--- src/hw/rtl/i2cm_pkg.sv ---
// Package for the I2C master transaction sequencer: item structs, command,
// status, event, error and interrupt-enable codes, and buffer sizes.
// No dependencies.
package i2cm_pkg;

  // Transmit buffer and receive length sizing
  localparam int BUF_DEPTH = 16;
  localparam int BUF_IDX_W = $clog2(BUF_DEPTH);
  localparam int TX_CNT_W  = $clog2(BUF_DEPTH + 1);
  localparam int RX_MAX    = 16;
  localparam int RX_CNT_W  = $clog2(RX_MAX + 1);

  // Input commands
  localparam logic [2:0] CMD_LOAD  = 3'd0;
  localparam logic [2:0] CMD_BEGIN = 3'd1;
  localparam logic [2:0] CMD_EVENT = 3'd2;
  localparam logic [2:0] CMD_ERROR = 3'd3;
  localparam logic [2:0] CMD_TICK  = 3'd4;

  // Completion status codes
  localparam logic [2:0] ST_NONE    = 3'd0;
  localparam logic [2:0] ST_OK      = 3'd1;
  localparam logic [2:0] ST_BUSY    = 3'd2;
  localparam logic [2:0] ST_BUS_ERR = 3'd3;
  localparam logic [2:0] ST_ARB     = 3'd4;
  localparam logic [2:0] ST_ACK     = 3'd5;
  localparam logic [2:0] ST_OVR     = 3'd6;
  localparam logic [2:0] ST_TIMEOUT = 3'd7;

  // Event flag bit positions
  localparam int EV_SB   = 0;
  localparam int EV_ADDR = 1;
  localparam int EV_TXE  = 2;
  localparam int EV_BTF  = 3;
  localparam int EV_RXNE = 4;
  localparam int EV_MSL  = 5;
  localparam int EV_TRA  = 6;

  // Error flag bit positions
  localparam int ER_BUS = 0;
  localparam int ER_ARB = 1;
  localparam int ER_AF  = 2;
  localparam int ER_OVR = 3;

  // Interrupt enable bit positions
  localparam int IRQ_BUF = 0;
  localparam int IRQ_ERR = 1;
  localparam int IRQ_EVT = 2;

  typedef struct packed {
    logic [2:0]  cmd;
    logic [3:0]  byte_index;
    logic [7:0]  data_byte;
    logic [7:0]  data_byte_second;
    logic [7:0]  dev_addr;
    logic [4:0]  tx_len;
    logic [4:0]  rx_len;
    logic [15:0] timeout_ticks;
    logic        bus_busy;
    logic [6:0]  event_flags;
    logic [3:0]  error_flags;
  } in_item_t;

  typedef struct packed {
    logic       dr_write_valid;
    logic [7:0] dr_write_byte;
    logic       start_req;
    logic       stop_req;
    logic       ack_enable;
    logic       pos_enable;
    logic [2:0] irq_enables;
    logic [1:0] rx_store_count;
    logic [3:0] rx_index;
    logic [7:0] rx_byte_first;
    logic [7:0] rx_byte_second;
    logic [2:0] status;
  } out_item_t;

endpackage

--- src/hw/rtl/i2cm_in_stage.sv ---
// Input register stage of the I2C master sequencer.
// Depends on i2cm_pkg (in_item_t).
module i2cm_in_stage
  import i2cm_pkg::*;
(
  input  logic     clk,
  input  logic     rst_n,
  input  logic     in_valid,
  output logic     in_ready,
  input  in_item_t in_item,
  input  logic     step,
  output logic     hold_valid,
  output in_item_t hold_item
);

  logic     valid_r, valid_nxt;
  in_item_t item_r;

  // Free when empty or when the held item moves on this cycle
  assign in_ready  = !valid_r || step;
  assign valid_nxt = (in_valid && in_ready) || (valid_r && !step);

  always_ff @(posedge clk) begin
    if (!rst_n) begin
      valid_r <= 1'b0;
    end else begin
      valid_r <= valid_nxt;
    end
  end

  always_ff @(posedge clk) begin
    if (in_valid && in_ready) begin
      item_r <= in_item;
    end
  end

  assign hold_valid = valid_r;
  assign hold_item  = item_r;

endmodule

--- src/hw/rtl/i2cm_seq_core.sv ---
// Transaction state and single-pass decision logic of the I2C master
// sequencer. Depends on i2cm_pkg.
module i2cm_seq_core
  import i2cm_pkg::*;
(
  input  logic      clk,
  input  logic      rst_n,
  input  logic      step,
  input  in_item_t  item,
  output out_item_t result
);

  logic [7:0]          tx_store [BUF_DEPTH];
  logic [TX_CNT_W-1:0] tx_sent_r, tx_sent_nxt, tx_total_r, tx_total_nxt;
  logic [RX_CNT_W-1:0] rx_got_r, rx_got_nxt, rx_total_r, rx_total_nxt;
  logic [7:0]          addr_r, addr_nxt;
  logic                ack_r, ack_nxt, pos_r, pos_nxt;
  logic [2:0]          irq_r, irq_nxt;
  logic [2:0]          perr_r, perr_nxt;
  logic [15:0]         ticks_r, ticks_nxt;
  logic                active_r, active_nxt;

  logic [RX_CNT_W-1:0] remain;
  logic [7:0]          tx_head_r;
  logic                tx_more;
  logic [2:0]          done_status;
  logic                load_we;

  // Store write on a load with an in-range index
  assign load_we = step && (item.cmd == CMD_LOAD) && (32'(item.byte_index) < BUF_DEPTH);

  always_ff @(posedge clk) begin
    if (load_we) begin
      tx_store[BUF_IDX_W'(item.byte_index)] <= item.data_byte;
    end
  end

  // Next byte to send, read ahead at the new send position; a load to that
  // same entry is passed straight through
  always_ff @(posedge clk) begin
    if (!rst_n) begin
      tx_head_r <= tx_store[BUF_IDX_W'(0)];
    end else if (step) begin
      if (load_we && item.byte_index == tx_sent_nxt[BUF_IDX_W-1:0]) begin
        tx_head_r <= item.data_byte;
      end else begin
        tx_head_r <= tx_store[tx_sent_nxt[BUF_IDX_W-1:0]];
      end
    end
  end

  assign tx_more     = tx_sent_r < tx_total_r;
  assign remain      = (rx_got_r < rx_total_r) ? (rx_total_r - rx_got_r) : '0;
  assign done_status = (perr_r != ST_NONE) ? perr_r : ST_OK;

  // Decision logic for one item
  always_comb begin
    tx_sent_nxt  = tx_sent_r;
    tx_total_nxt = tx_total_r;
    rx_got_nxt   = rx_got_r;
    rx_total_nxt = rx_total_r;
    addr_nxt     = addr_r;
    ack_nxt      = ack_r;
    pos_nxt      = pos_r;
    irq_nxt      = irq_r;
    perr_nxt     = perr_r;
    ticks_nxt    = ticks_r;
    active_nxt   = active_r;
    result       = '0;

    unique case (item.cmd)
      CMD_BEGIN: begin
        if (active_r || item.bus_busy) begin
          result.status = ST_BUSY;
        end else begin
          tx_total_nxt = (32'(item.tx_len) > BUF_DEPTH) ? TX_CNT_W'(BUF_DEPTH)
                                                        : TX_CNT_W'(item.tx_len);
          rx_total_nxt = (32'(item.rx_len) > RX_MAX) ? RX_CNT_W'(RX_MAX)
                                                     : RX_CNT_W'(item.rx_len);
          tx_sent_nxt  = '0;
          rx_got_nxt   = '0;
          perr_nxt     = ST_NONE;
          addr_nxt     = item.dev_addr;
          ticks_nxt    = item.timeout_ticks;
          pos_nxt      = 1'b0;
          irq_nxt      = 3'b111;
          ack_nxt      = (rx_total_nxt != '0);
          result.start_req = 1'b1;
          active_nxt   = 1'b1;
        end
      end
      CMD_EVENT: begin
        if (active_r && item.event_flags[EV_MSL]) begin
          priority if (item.event_flags[EV_SB]) begin
            // Start sent: address byte, write or read direction
            result.dr_write_valid = 1'b1;
            result.dr_write_byte  = tx_more ? {addr_r[7:1], 1'b0} : {addr_r[7:1], 1'b1};
            irq_nxt[IRQ_BUF]      = 1'b1;
          end else if (item.event_flags[EV_ADDR]) begin
            // Address done: set up short read endings
            if (tx_sent_r == tx_total_r && rx_total_r == RX_CNT_W'(1)) begin
              ack_nxt         = 1'b0;
              result.stop_req = 1'b1;
            end else if (tx_sent_r == tx_total_r && rx_total_r == RX_CNT_W'(2)) begin
              ack_nxt = 1'b0;
              pos_nxt = 1'b1;
            end
          end else if (item.event_flags[EV_TRA]) begin
            // Transmitter side
            if (item.event_flags[EV_TXE] && irq_r[IRQ_BUF] && !item.event_flags[EV_BTF]) begin
              if (tx_more) begin
                result.dr_write_valid = 1'b1;
                result.dr_write_byte  = tx_head_r;
                tx_sent_nxt           = tx_sent_r + 1'b1;
              end else begin
                irq_nxt[IRQ_BUF] = 1'b0;
              end
            end else if (item.event_flags[EV_BTF] && irq_r[IRQ_EVT]) begin
              if (tx_more) begin
                result.dr_write_valid = 1'b1;
                result.dr_write_byte  = tx_head_r;
                tx_sent_nxt           = tx_sent_r + 1'b1;
              end else if (rx_total_r != '0) begin
                result.start_req = 1'b1;
              end else begin
                result.stop_req = 1'b1;
                irq_nxt         = '0;
                result.status   = done_status;
                active_nxt      = 1'b0;
              end
            end
          end else begin
            // Receiver side
            if (item.event_flags[EV_RXNE] && irq_r[IRQ_BUF] && !item.event_flags[EV_BTF]) begin
              if (remain > RX_CNT_W'(3)) begin
                result.rx_store_count = 2'd1;
                result.rx_index       = 4'(rx_got_r);
                result.rx_byte_first  = item.data_byte;
                rx_got_nxt            = rx_got_r + 1'b1;
              end else if (remain == RX_CNT_W'(2) || remain == RX_CNT_W'(3)) begin
                irq_nxt[IRQ_BUF] = 1'b0;
              end else begin
                irq_nxt = '0;
                if (remain == RX_CNT_W'(1)) begin
                  result.rx_store_count = 2'd1;
                  result.rx_index       = 4'(rx_got_r);
                  result.rx_byte_first  = item.data_byte;
                  rx_got_nxt            = rx_got_r + 1'b1;
                end
                result.status = done_status;
                active_nxt    = 1'b0;
              end
            end else if (item.event_flags[EV_BTF] && irq_r[IRQ_EVT]) begin
              if (remain == RX_CNT_W'(3)) begin
                ack_nxt               = 1'b0;
                result.rx_store_count = 2'd1;
                result.rx_index       = 4'(rx_got_r);
                result.rx_byte_first  = item.data_byte;
                rx_got_nxt            = rx_got_r + 1'b1;
              end else if (remain == RX_CNT_W'(2)) begin
                result.stop_req       = 1'b1;
                result.rx_store_count = 2'd2;
                result.rx_index       = 4'(rx_got_r);
                result.rx_byte_first  = item.data_byte;
                result.rx_byte_second = item.data_byte_second;
                rx_got_nxt            = rx_got_r + RX_CNT_W'(2);
                irq_nxt               = '0;
                result.status         = done_status;
                active_nxt            = 1'b0;
              end else if (remain != '0) begin
                result.rx_store_count = 2'd1;
                result.rx_index       = 4'(rx_got_r);
                result.rx_byte_first  = item.data_byte;
                rx_got_nxt            = rx_got_r + 1'b1;
                if (remain == RX_CNT_W'(1)) begin
                  irq_nxt       = '0;
                  result.status = done_status;
                  active_nxt    = 1'b0;
                end
              end
            end
          end
        end
      end
      CMD_ERROR: begin
        // Last flag in priority order wins
        if (active_r && irq_r[IRQ_ERR]) begin
          if (item.error_flags[ER_BUS]) perr_nxt = ST_BUS_ERR;
          if (item.error_flags[ER_ARB]) perr_nxt = ST_ARB;
          if (item.error_flags[ER_AF] && item.event_flags[EV_MSL]) perr_nxt = ST_ACK;
          if (item.error_flags[ER_OVR]) perr_nxt = ST_OVR;
        end
      end
      CMD_TICK: begin
        if (active_r) begin
          if (ticks_r <= 16'd1) begin
            ticks_nxt     = '0;
            active_nxt    = 1'b0;
            result.status = ST_TIMEOUT;
          end else begin
            ticks_nxt = ticks_r - 1'b1;
          end
        end
      end
      default: begin
        // Load and unknown commands change no control state
      end
    endcase

    result.ack_enable  = ack_nxt;
    result.pos_enable  = pos_nxt;
    result.irq_enables = irq_nxt;
  end

  always_ff @(posedge clk) begin
    if (!rst_n) begin
      tx_sent_r  <= '0;
      tx_total_r <= '0;
      rx_got_r   <= '0;
      rx_total_r <= '0;
      addr_r     <= '0;
      ack_r      <= 1'b0;
      pos_r      <= 1'b0;
      irq_r      <= '0;
      perr_r     <= ST_NONE;
      ticks_r    <= '0;
      active_r   <= 1'b0;
    end else if (step) begin
      tx_sent_r  <= tx_sent_nxt;
      tx_total_r <= tx_total_nxt;
      rx_got_r   <= rx_got_nxt;
      rx_total_r <= rx_total_nxt;
      addr_r     <= addr_nxt;
      ack_r      <= ack_nxt;
      pos_r      <= pos_nxt;
      irq_r      <= irq_nxt;
      perr_r     <= perr_nxt;
      ticks_r    <= ticks_nxt;
      active_r   <= active_nxt;
    end
  end

endmodule

--- src/hw/rtl/i2cm_out_stage.sv ---
// Result register stage of the I2C master sequencer.
// Depends on i2cm_pkg (out_item_t).
module i2cm_out_stage
  import i2cm_pkg::*;
(
  input  logic      clk,
  input  logic      rst_n,
  input  logic      hold_valid,
  input  out_item_t result,
  output logic      step,
  output logic      out_valid,
  input  logic      out_ready,
  output out_item_t out_item
);

  logic      valid_r, valid_nxt;
  out_item_t item_r;

  // Advance when the result register is empty or is being drained
  assign step      = hold_valid && (!valid_r || out_ready);
  assign valid_nxt = step || (valid_r && !out_ready);

  always_ff @(posedge clk) begin
    if (!rst_n) begin
      valid_r <= 1'b0;
    end else begin
      valid_r <= valid_nxt;
    end
  end

  always_ff @(posedge clk) begin
    if (step) begin
      item_r <= result;
    end
  end

  assign out_valid = valid_r;
  assign out_item  = item_r;

endmodule

--- src/hw/rtl/i2c_master_transaction_sequencer_unit.sv ---
// I2C master transaction sequencer, top level.
// Depends on i2cm_pkg, i2cm_in_stage, i2cm_seq_core, i2cm_out_stage.
//
// Usage:
//   in_valid/in_ready/in_item carry commands: load a transmit byte, begin a
//   write-then-read transaction, report controller status flags, report
//   error flags, or a timeout tick. Every item yields exactly one result on
//   out_valid/out_ready/out_item: data-register write, start/stop requests,
//   ACK/POS/interrupt-enable levels, received bytes and completion status.
//   Path: an accepted item waits in the input register; its result is
//   registered in the result register.
//   Throughput: one item per cycle unless stalled; all decisions for an
//   item are made in one pass between the input and result registers.
//   Stall: while out_ready is low the result holds; one more item waits in
//   the input register, then in_ready drops until the result is taken.
//   Reset (rst_n low, synchronous): both stages empty, transaction idle,
//   all levels and counters zero. The transmit store is not cleared.
module i2c_master_transaction_sequencer_unit
  import i2cm_pkg::*;
(
  input  logic      clk,
  input  logic      rst_n,
  input  logic      in_valid,
  output logic      in_ready,
  input  in_item_t  in_item,
  output logic      out_valid,
  input  logic      out_ready,
  output out_item_t out_item
);

  logic      step;
  logic      hold_valid;
  in_item_t  hold_item;
  out_item_t result;

  i2cm_in_stage u_in (
    .clk        (clk),
    .rst_n      (rst_n),
    .in_valid   (in_valid),
    .in_ready   (in_ready),
    .in_item    (in_item),
    .step       (step),
    .hold_valid (hold_valid),
    .hold_item  (hold_item)
  );

  i2cm_seq_core u_core (
    .clk    (clk),
    .rst_n  (rst_n),
    .step   (step),
    .item   (hold_item),
    .result (result)
  );

  i2cm_out_stage u_out (
    .clk        (clk),
    .rst_n      (rst_n),
    .hold_valid (hold_valid),
    .result     (result),
    .step       (step),
    .out_valid  (out_valid),
    .out_ready  (out_ready),
    .out_item   (out_item)
  );

endmodule

--- config.mk ---
export PLATFORM = sky130hd
export DESIGN_NAME = i2c_master_transaction_sequencer_unit
export DESIGN_NICKNAME = d
export VERILOG_FILES = /design/src/hw/rtl/i2cm_pkg.sv /design/src/hw/rtl/i2cm_in_stage.sv /design/src/hw/rtl/i2cm_seq_core.sv /design/src/hw/rtl/i2cm_out_stage.sv /design/src/hw/rtl/i2c_master_transaction_sequencer_unit.sv
export SDC_FILE = /design/constraint.sdc
export NUM_CORES = 1
export LEC_CHECK = 0
export ABC_AREA = 0
export BUFFER_PORTS_ARGS = -buffer_cell sky130_fd_sc_hd__buf_4
export CORE_MARGIN = 5
export CORE_UTILIZATION = 30
export DETAILED_ROUTE_END_ITERATION = 8
export PLACE_DENSITY = 0.44
export SLEW_MARGIN = 20
export SYNTH_ARGS = -nofsm -noshare
export SYNTH_HDL_FRONTEND = slang
export SYNTH_SLANG_ARGS = --single-unit
--- constraint.sdc ---
create_clock -name clk -period 4.7 [get_ports clk]
set_input_delay 0.94 -clock clk [delete_from_list [all_inputs] [get_ports clk]]
set_output_delay 0.94 -clock clk [all_outputs]
set_load 0.01 [all_outputs]
# Word level (Yosys, flattened, before mapping)
# Memories as Yosys holds them, arrays and structs flattened.
# Cells that the tools add are included.
[op_classes]
order_cmp = 6
multipliers = 0
mux = 155
n_eq_ne = 35
shifts = 0
reduce_logical = 46
n_addsub = 5
div = 0
bitwise_logic = 5
[ops]
columns = ["cell", "count"]
rows = [
  ["two-way mux 5 bit", 24],
  ["two-way mux 3 bit", 37],
  ["two-way mux 14 bit", 5],
  ["two-way mux 11 bit", 5],
  ["two-way mux 1 bit", 51],
  ["two-way mux 16 bit", 3],
  ["two-way mux 8 bit", 4],
  ["one-hot mux 16 bit (2 select lines)", 1],
  ["two-way mux 9 bit", 3],
  ["two-way mux 13 bit", 2],
  ["two-way mux 25 bit", 1],
  ["two-way mux 10 bit", 2],
  ["one-hot mux 5 bit (2 select lines)", 2],
  ["less-or-equal comparator 16 x 1 -> 1 bit, second input constant", 1],
  ["logical AND 1 bit", 16],
  ["two-way mux 2 bit", 8],
  ["inequality test 4 bit, second input constant", 4],
  ["AND reduction 16 bit", 1],
  ["subtractor 16 x 1 -> 16 bit, second input constant", 1],
  ["equality test 5 x 2 -> 1 bit, second input constant", 3],
  ["nonzero test 5 bit", 3],
  ["one-hot mux 3 bit (2 select lines)", 2],
  ["AND reduction 11 bit", 1],
  ["adder 5 x 1 -> 5 bit, second input constant", 2],
  ["37 further kinds", 70],
]
[totals]
word_cells = 291
output_inout_bits = 43
romBits = 0
ram_bits = 128
latchBits = 0
input_bits = 73
memories = 1
register_bits = 173
[mem_list]
columns = ["name", "depth", "width", "read_ports", "rd_ports_with_merged_regs", "write_ports", "line", "source"]
rows = [
  ["u_core.tx_store", 16, 8, 2, 0, 1, "i2cm_seq_core.sv:13", "logic [7:0] tx_store [BUF_DEPTH];"],
]

# Depth between registers and ports, before layout
[logic_depth]
word_depth = 14
ltp_mapped = 13
ltp_nobuf = 12

# Modules after synthesis
# Synthesis repeated with hierarchy kept, for this count alone.
[unflattened]
hier_cells = 975
area_unflattened_um2 = 13011.2
[modules_own_cells]
columns = ["module", "area_each_um2", "cells_each", "n_inst", "seq_area_each_um2"]
rows = [
  ["i2cm_seq_core", 9603.0, 856, 1, 5124.9],
  ["i2cm_in_stage", 2129.5, 74, 1, 2092.0],
  ["i2cm_out_stage", 1278.7, 45, 1, 1251.2],
]

# Worst setup path before layout
# OpenSTA, ideal clock, no wires.
[synth_timing]
kind = "register to register"
start = "register u_in.item_r, in the netlist u_in.hold_item[68]"
end = "register u_core.tx_head_r[6], data pin"
arrival_time_ns = 3.274
slack_ns = 1.166
synth_period_minus_slack_ns = 3.534
path_buffers = 3
setup_ns = 0.261
required_ns = 4.439
stages_incl_launch_ff = 12
path_cell_list = "edfxtp_1 buf_2 or3b_1 buf_2 a2111o_1 or3_1 mux2_4 buf_6 a221oi_1 o32ai_1 or3_1 a221o_1"
[synth_between]
elab_chain_len = 7
elab_cells_between_ends = 11
cone_classes = "eq/ne: 3; mux: 4; reduce/logical: 3; memory: 1"
[synth_lines]
columns = ["item", "line", "source"]
rows = [
  ["start: declaration", "i2cm_in_stage.sv:17", "in_item_t item_r;"],
  ["start signal: assignment", "i2cm_in_stage.sv:33", "item_r <= in_item;"],
  ["branches (longest 4 deep; another with memory (16 x 8 bit))", "n/a", ""],
  ["two-way mux 8 bit (*)", "i2cm_seq_core.sv:44", "if (load_we && item.byte_index == tx_sent_nxt[BUF_IDX_W-1:0]) begin"],
  ["two-way mux 8 bit (*)", "i2cm_seq_core.sv:43", "end else if (step) begin"],
  ["two-way mux 8 bit (*)", "i2cm_seq_core.sv:41", "if (!rst_n) begin"],
  ["end signal: assignment", "i2cm_seq_core.sv:42", "tx_head_r <= tx_store[BUF_IDX_W'(0)];"],
  ["end signal: assignment", "i2cm_seq_core.sv:45", "tx_head_r <= item.data_byte;"],
  ["end signal: assignment", "i2cm_seq_core.sv:47", "tx_head_r <= tx_store[tx_sent_nxt[BUF_IDX_W-1:0]];"],
  ["end: declaration", "i2cm_seq_core.sv:24", "logic [7:0] tx_head_r;"],
]
# Mark *: on every way between the ends. The select of a mux whose other input is x is not followed.
# A chain may end at the register's enable or synchronous reset.

# Worst setup path in the final report
[layout_timing]
start = "register u_in.item_r, in the netlist u_in.hold_item[68]"
end = "register u_core.tx_head_r[1], data pin"
# The elaborated chain is that of the path after synthesis.

==> impl_metrics.ini <==
[timing]
fmax_mhz = 251
setup_ws_ns = 0.720
rsz0062_at_grt = no
max-slew-margin-rel_pct = 34.0
finalCritPeriodShare_pct = 84.7
setup_viol = 0
min_period_ns = 3.98
worst_hold_slack_ns = 0.455
drv_slew = 0
tightest_slew_ns = 0.989
setup_tns_ns = 0
finalHoldViolCount = 0
skew_ns = 0.0125

[final_layout]
final_core_util_pct = 36.5
n_antenna_cell = 0
regArea_sq_um = 8440
nets = 1324
n_fill_cell = 4419
area_growth_pct = 19.9
drive_gt1_share_pct = 16.8
multi_input_area_sq_um = 4770

[power]
p_seq_share_pct = 49.1
leakagePower_nw = 5.53
p_sw_share_pct = 22.6
clkPwrFrac_pct = 44.6
vdd_drop_max_uv = 188
p_int_mw = 4.70
p_per_area_nw_per_um2 = 374
p_sw_mw = 1.37
combinationalPowerShare_pct = 6.3

[drt]
vias = 9557
drt-vias-per-instance = 5.16
drtAntennaViolNets = 0
drt-initial-drc-count = 581
wl_per_cell_um = 19.9
dr.pass1.iters = 7
drt-total-wl_um = 36900
drcViolationCount = 0

[placed_design]
place_ws_ns = 0.721
portBuffers = 114
place_congestion = 0.825
detailed_place_hpwl_um = 24200

[clock_network]
worst_skew_pair.late_latency_ns = 0.54
cts-resized-gates = 0
root_buffer = clkbuf_16
htreeDepth = 2
postCtsHoldBufs = 0
clk_transition_reported_paths_ns = 0.06
cts_sinks = 299
cts_buffers = 36
cts_tree = yes
clk_path_buf_depth = 3
post_cts_buffers = 0

[setup_path]
crit_type = register to register
max_stage_delay_ns = 0.69
timing.critical_path.fanout_max = 50
r2r_cells = 8
crit_chain = or3b_1 -> a2111o_1 -> or3_1 -> mux2_4 -> xor2_1 -> nor3_1 -> a31oi_1 -> a221o_1
crit_family = compound AO/OA/AOI/OAI gates
crit_slowest_cell = mux2_4
crit_end = u_core.tx_head_r[1]
cp_num_cells = 8
cp-start-kind = register
rrSetupSlack_ns = 0.72
reg2reg_to = u_core.tx_head_r[1]
crit_path_start = u_in.hold_item[68]
r2r_start = u_in.hold_item[68]
worstPathArrival_ns = 4.24
cp_data_required_time_ns = 4.96
path_buf_inv = 0
worstSetupEndpointType = register

[worst_hold_path]
hp-class = register to register
whs_path_depth = 2

[synth]
synthArstFlopShare_pct = 0
synth_ff_type = edfxtp_1
synth.distinct_cells = 65
yosysTopAreaCell = edfxtp_1
syn_area_sq_um = 13600
ys_seq_area_share_pct = 62.2
synthMostInstantiatedCell = edfxtp_1
ys_seq_elements = 299
avgSynthCellArea_sq_um = 12.1
yosys-top-cells-count = edfxtp_1 (245), nand2_1 (98), nor2_1 (80)
synth_cells = 1120
synthTopCellsByArea = edfxtp_1 (54%), dfxtp_1 (8.0%), nand2_1 (2.7%)
synth_edf_count = 245
synth_nets = 1209
yosys_warnings = 0
synth_top_area_share_pct = 54.3

[floorplanning]
start_util_pct = 30.5
die_h_um = 223
core-area_sq_um = 44500
dieArea_sq_um = 49500
dieWidth_um = 223
num_rows = 77
pin_count = 116

[flow_run]
maxCapViolCount = 0

[global_routing]
grt.total_usage_pct = 14.5
antenna_found_initial = 0
grt_max_degree = 58
grt_pass1_wl_um = 56600
grt_pass1_vias = 9588
grt-ovfl-total = 0

[outcome]
outcome = finished clean
==> flip-flops by register name (all words and copies together) (netlist names), 3 cells and up <==
register,cells
u_out.out_item,41
u_core.rx_got_r,5
u_core.irq_r,3
u_core.tx_store,128
u_core.rx_total_r,5
u_core.addr_r,7
u_core.perr_r,3
u_core.ticks_r,16
u_core.tx_total_r,5
u_in.hold_item,68
u_core.tx_head_r,8
u_core.tx_sent_r,5
==> through the flow <==
stage               instances  total power, mW  instance area [sq um]
floorplan                1120             3.24                  13600
global placement         1789             3.42                  15100
detailed placement       1789             3.43                  15100
CTS                      1853             6.18                  16300
global route             1853             6.33                  16300
finish                   1853             6.08                  16300
==> layout make-up <==
cell class,instances,share of cell area (%)
clock buffers,47,5.99
clock inverters,17,1.03
inverters,25,0.577
multi-input cells,730,29.3
flip-flops and latches,299,51.9
well taps,592,4.56
repair buffers,143,6.60
==> cells in the final DEF, fill, tap and decap left out, drive strengths merged, types with 8 or more instances in the layout <==
master / Yosys / routed
a2111o: 17 / 17
a211oi: 28 / 28
a21oi: 47 / 47
a221o: 8 / 8
a221oi: 32 / 32
a22oi: 13 / 13
and2: 23 / 23
buf: 12 / 143
clkbuf: 54 / 47
clkinv: 1 / 11
dfxtp: 54 / 54
edfxtp: 245 / 245
ha: 15 / 15
inv: 24 / 26
mux2i: 34 / 34
nand2: 98 / 98
nand2b: 23 / 23
nand3: 31 / 31
nand3b: 12 / 12
nor2: 80 / 80
nor2b: 47 / 47
nor3: 26 / 26
o21ai: 30 / 30
o311ai: 33 / 33
o31ai: 8 / 8
o32ai: 8 / 8
or3: 17 / 17
or4: 8 / 8
==> how the worst min path moves through the flow <==
stage	from	end	slack [ns]
finish	u_core.tx_total_r[2]	u_core.tx_total_r[2]	0.45
global route	u_core.tx_total_r[3]	u_core.tx_total_r[3]	0.48
CTS	u_core.pos_r	u_core.pos_r	0.46
detailed placement	u_core.pos_r	u_core.pos_r	0.45
global placement	u_core.pos_r	u_core.pos_r	0.44
floorplan	u_core.tx_total_r[1]	u_core.tx_total_r[1]	0.43
==> power groups by stage <==
stage | clock (mW) | combinational [mW] | sequential [mW]
after floorplan | 0 | 0.221 | 3.02
after global placement | 0 | 0.384 | 3.04
after detailed placement | 0 | 0.389 | 3.04
after CTS | 2.81 | 0.390 | 2.98
after global routing | 2.92 | 0.422 | 2.99
final | 2.71 | 0.383 | 2.98
==> routing by layer <==
layer	part of all wire, %	GRT usage (%)	vias to the layer above	wire [um]
li1	-	-	4572	-
met1	45	19.1	4739	16400
met2	49	24.5	190	18000
met3	4.2	2.59	56	1540
met4	2.4	4.39	0	889
met5	0	0	-	0
==> cell families (layout without fill, tap and decap cells) <==
family          count (synthesis)  count (layout)  synth area share (%)
fa+ha+maj                      16              16                  1.53
compound gates                267             267                  14.9
flops                         299             299                  62.2
mux                            40              40                  3.04
buf+inv                        91             232                  2.68
simple gates                  395             395                  14.9
xor+xnor                       12              12                 0.775
==> worst register-to-register path, stage by stage, from the launching register on <==
cell and delay, ns:
edfxtp_1 0.52, or3b_1 0.44, a2111o_1 0.44, or3_1 0.37, mux2_4 0.69, xor2_1 0.17, nor3_1 0.24, a31oi_1 0.34
a221o_1 0.49
Note: power is estimated with default switching activity, not from simulation.
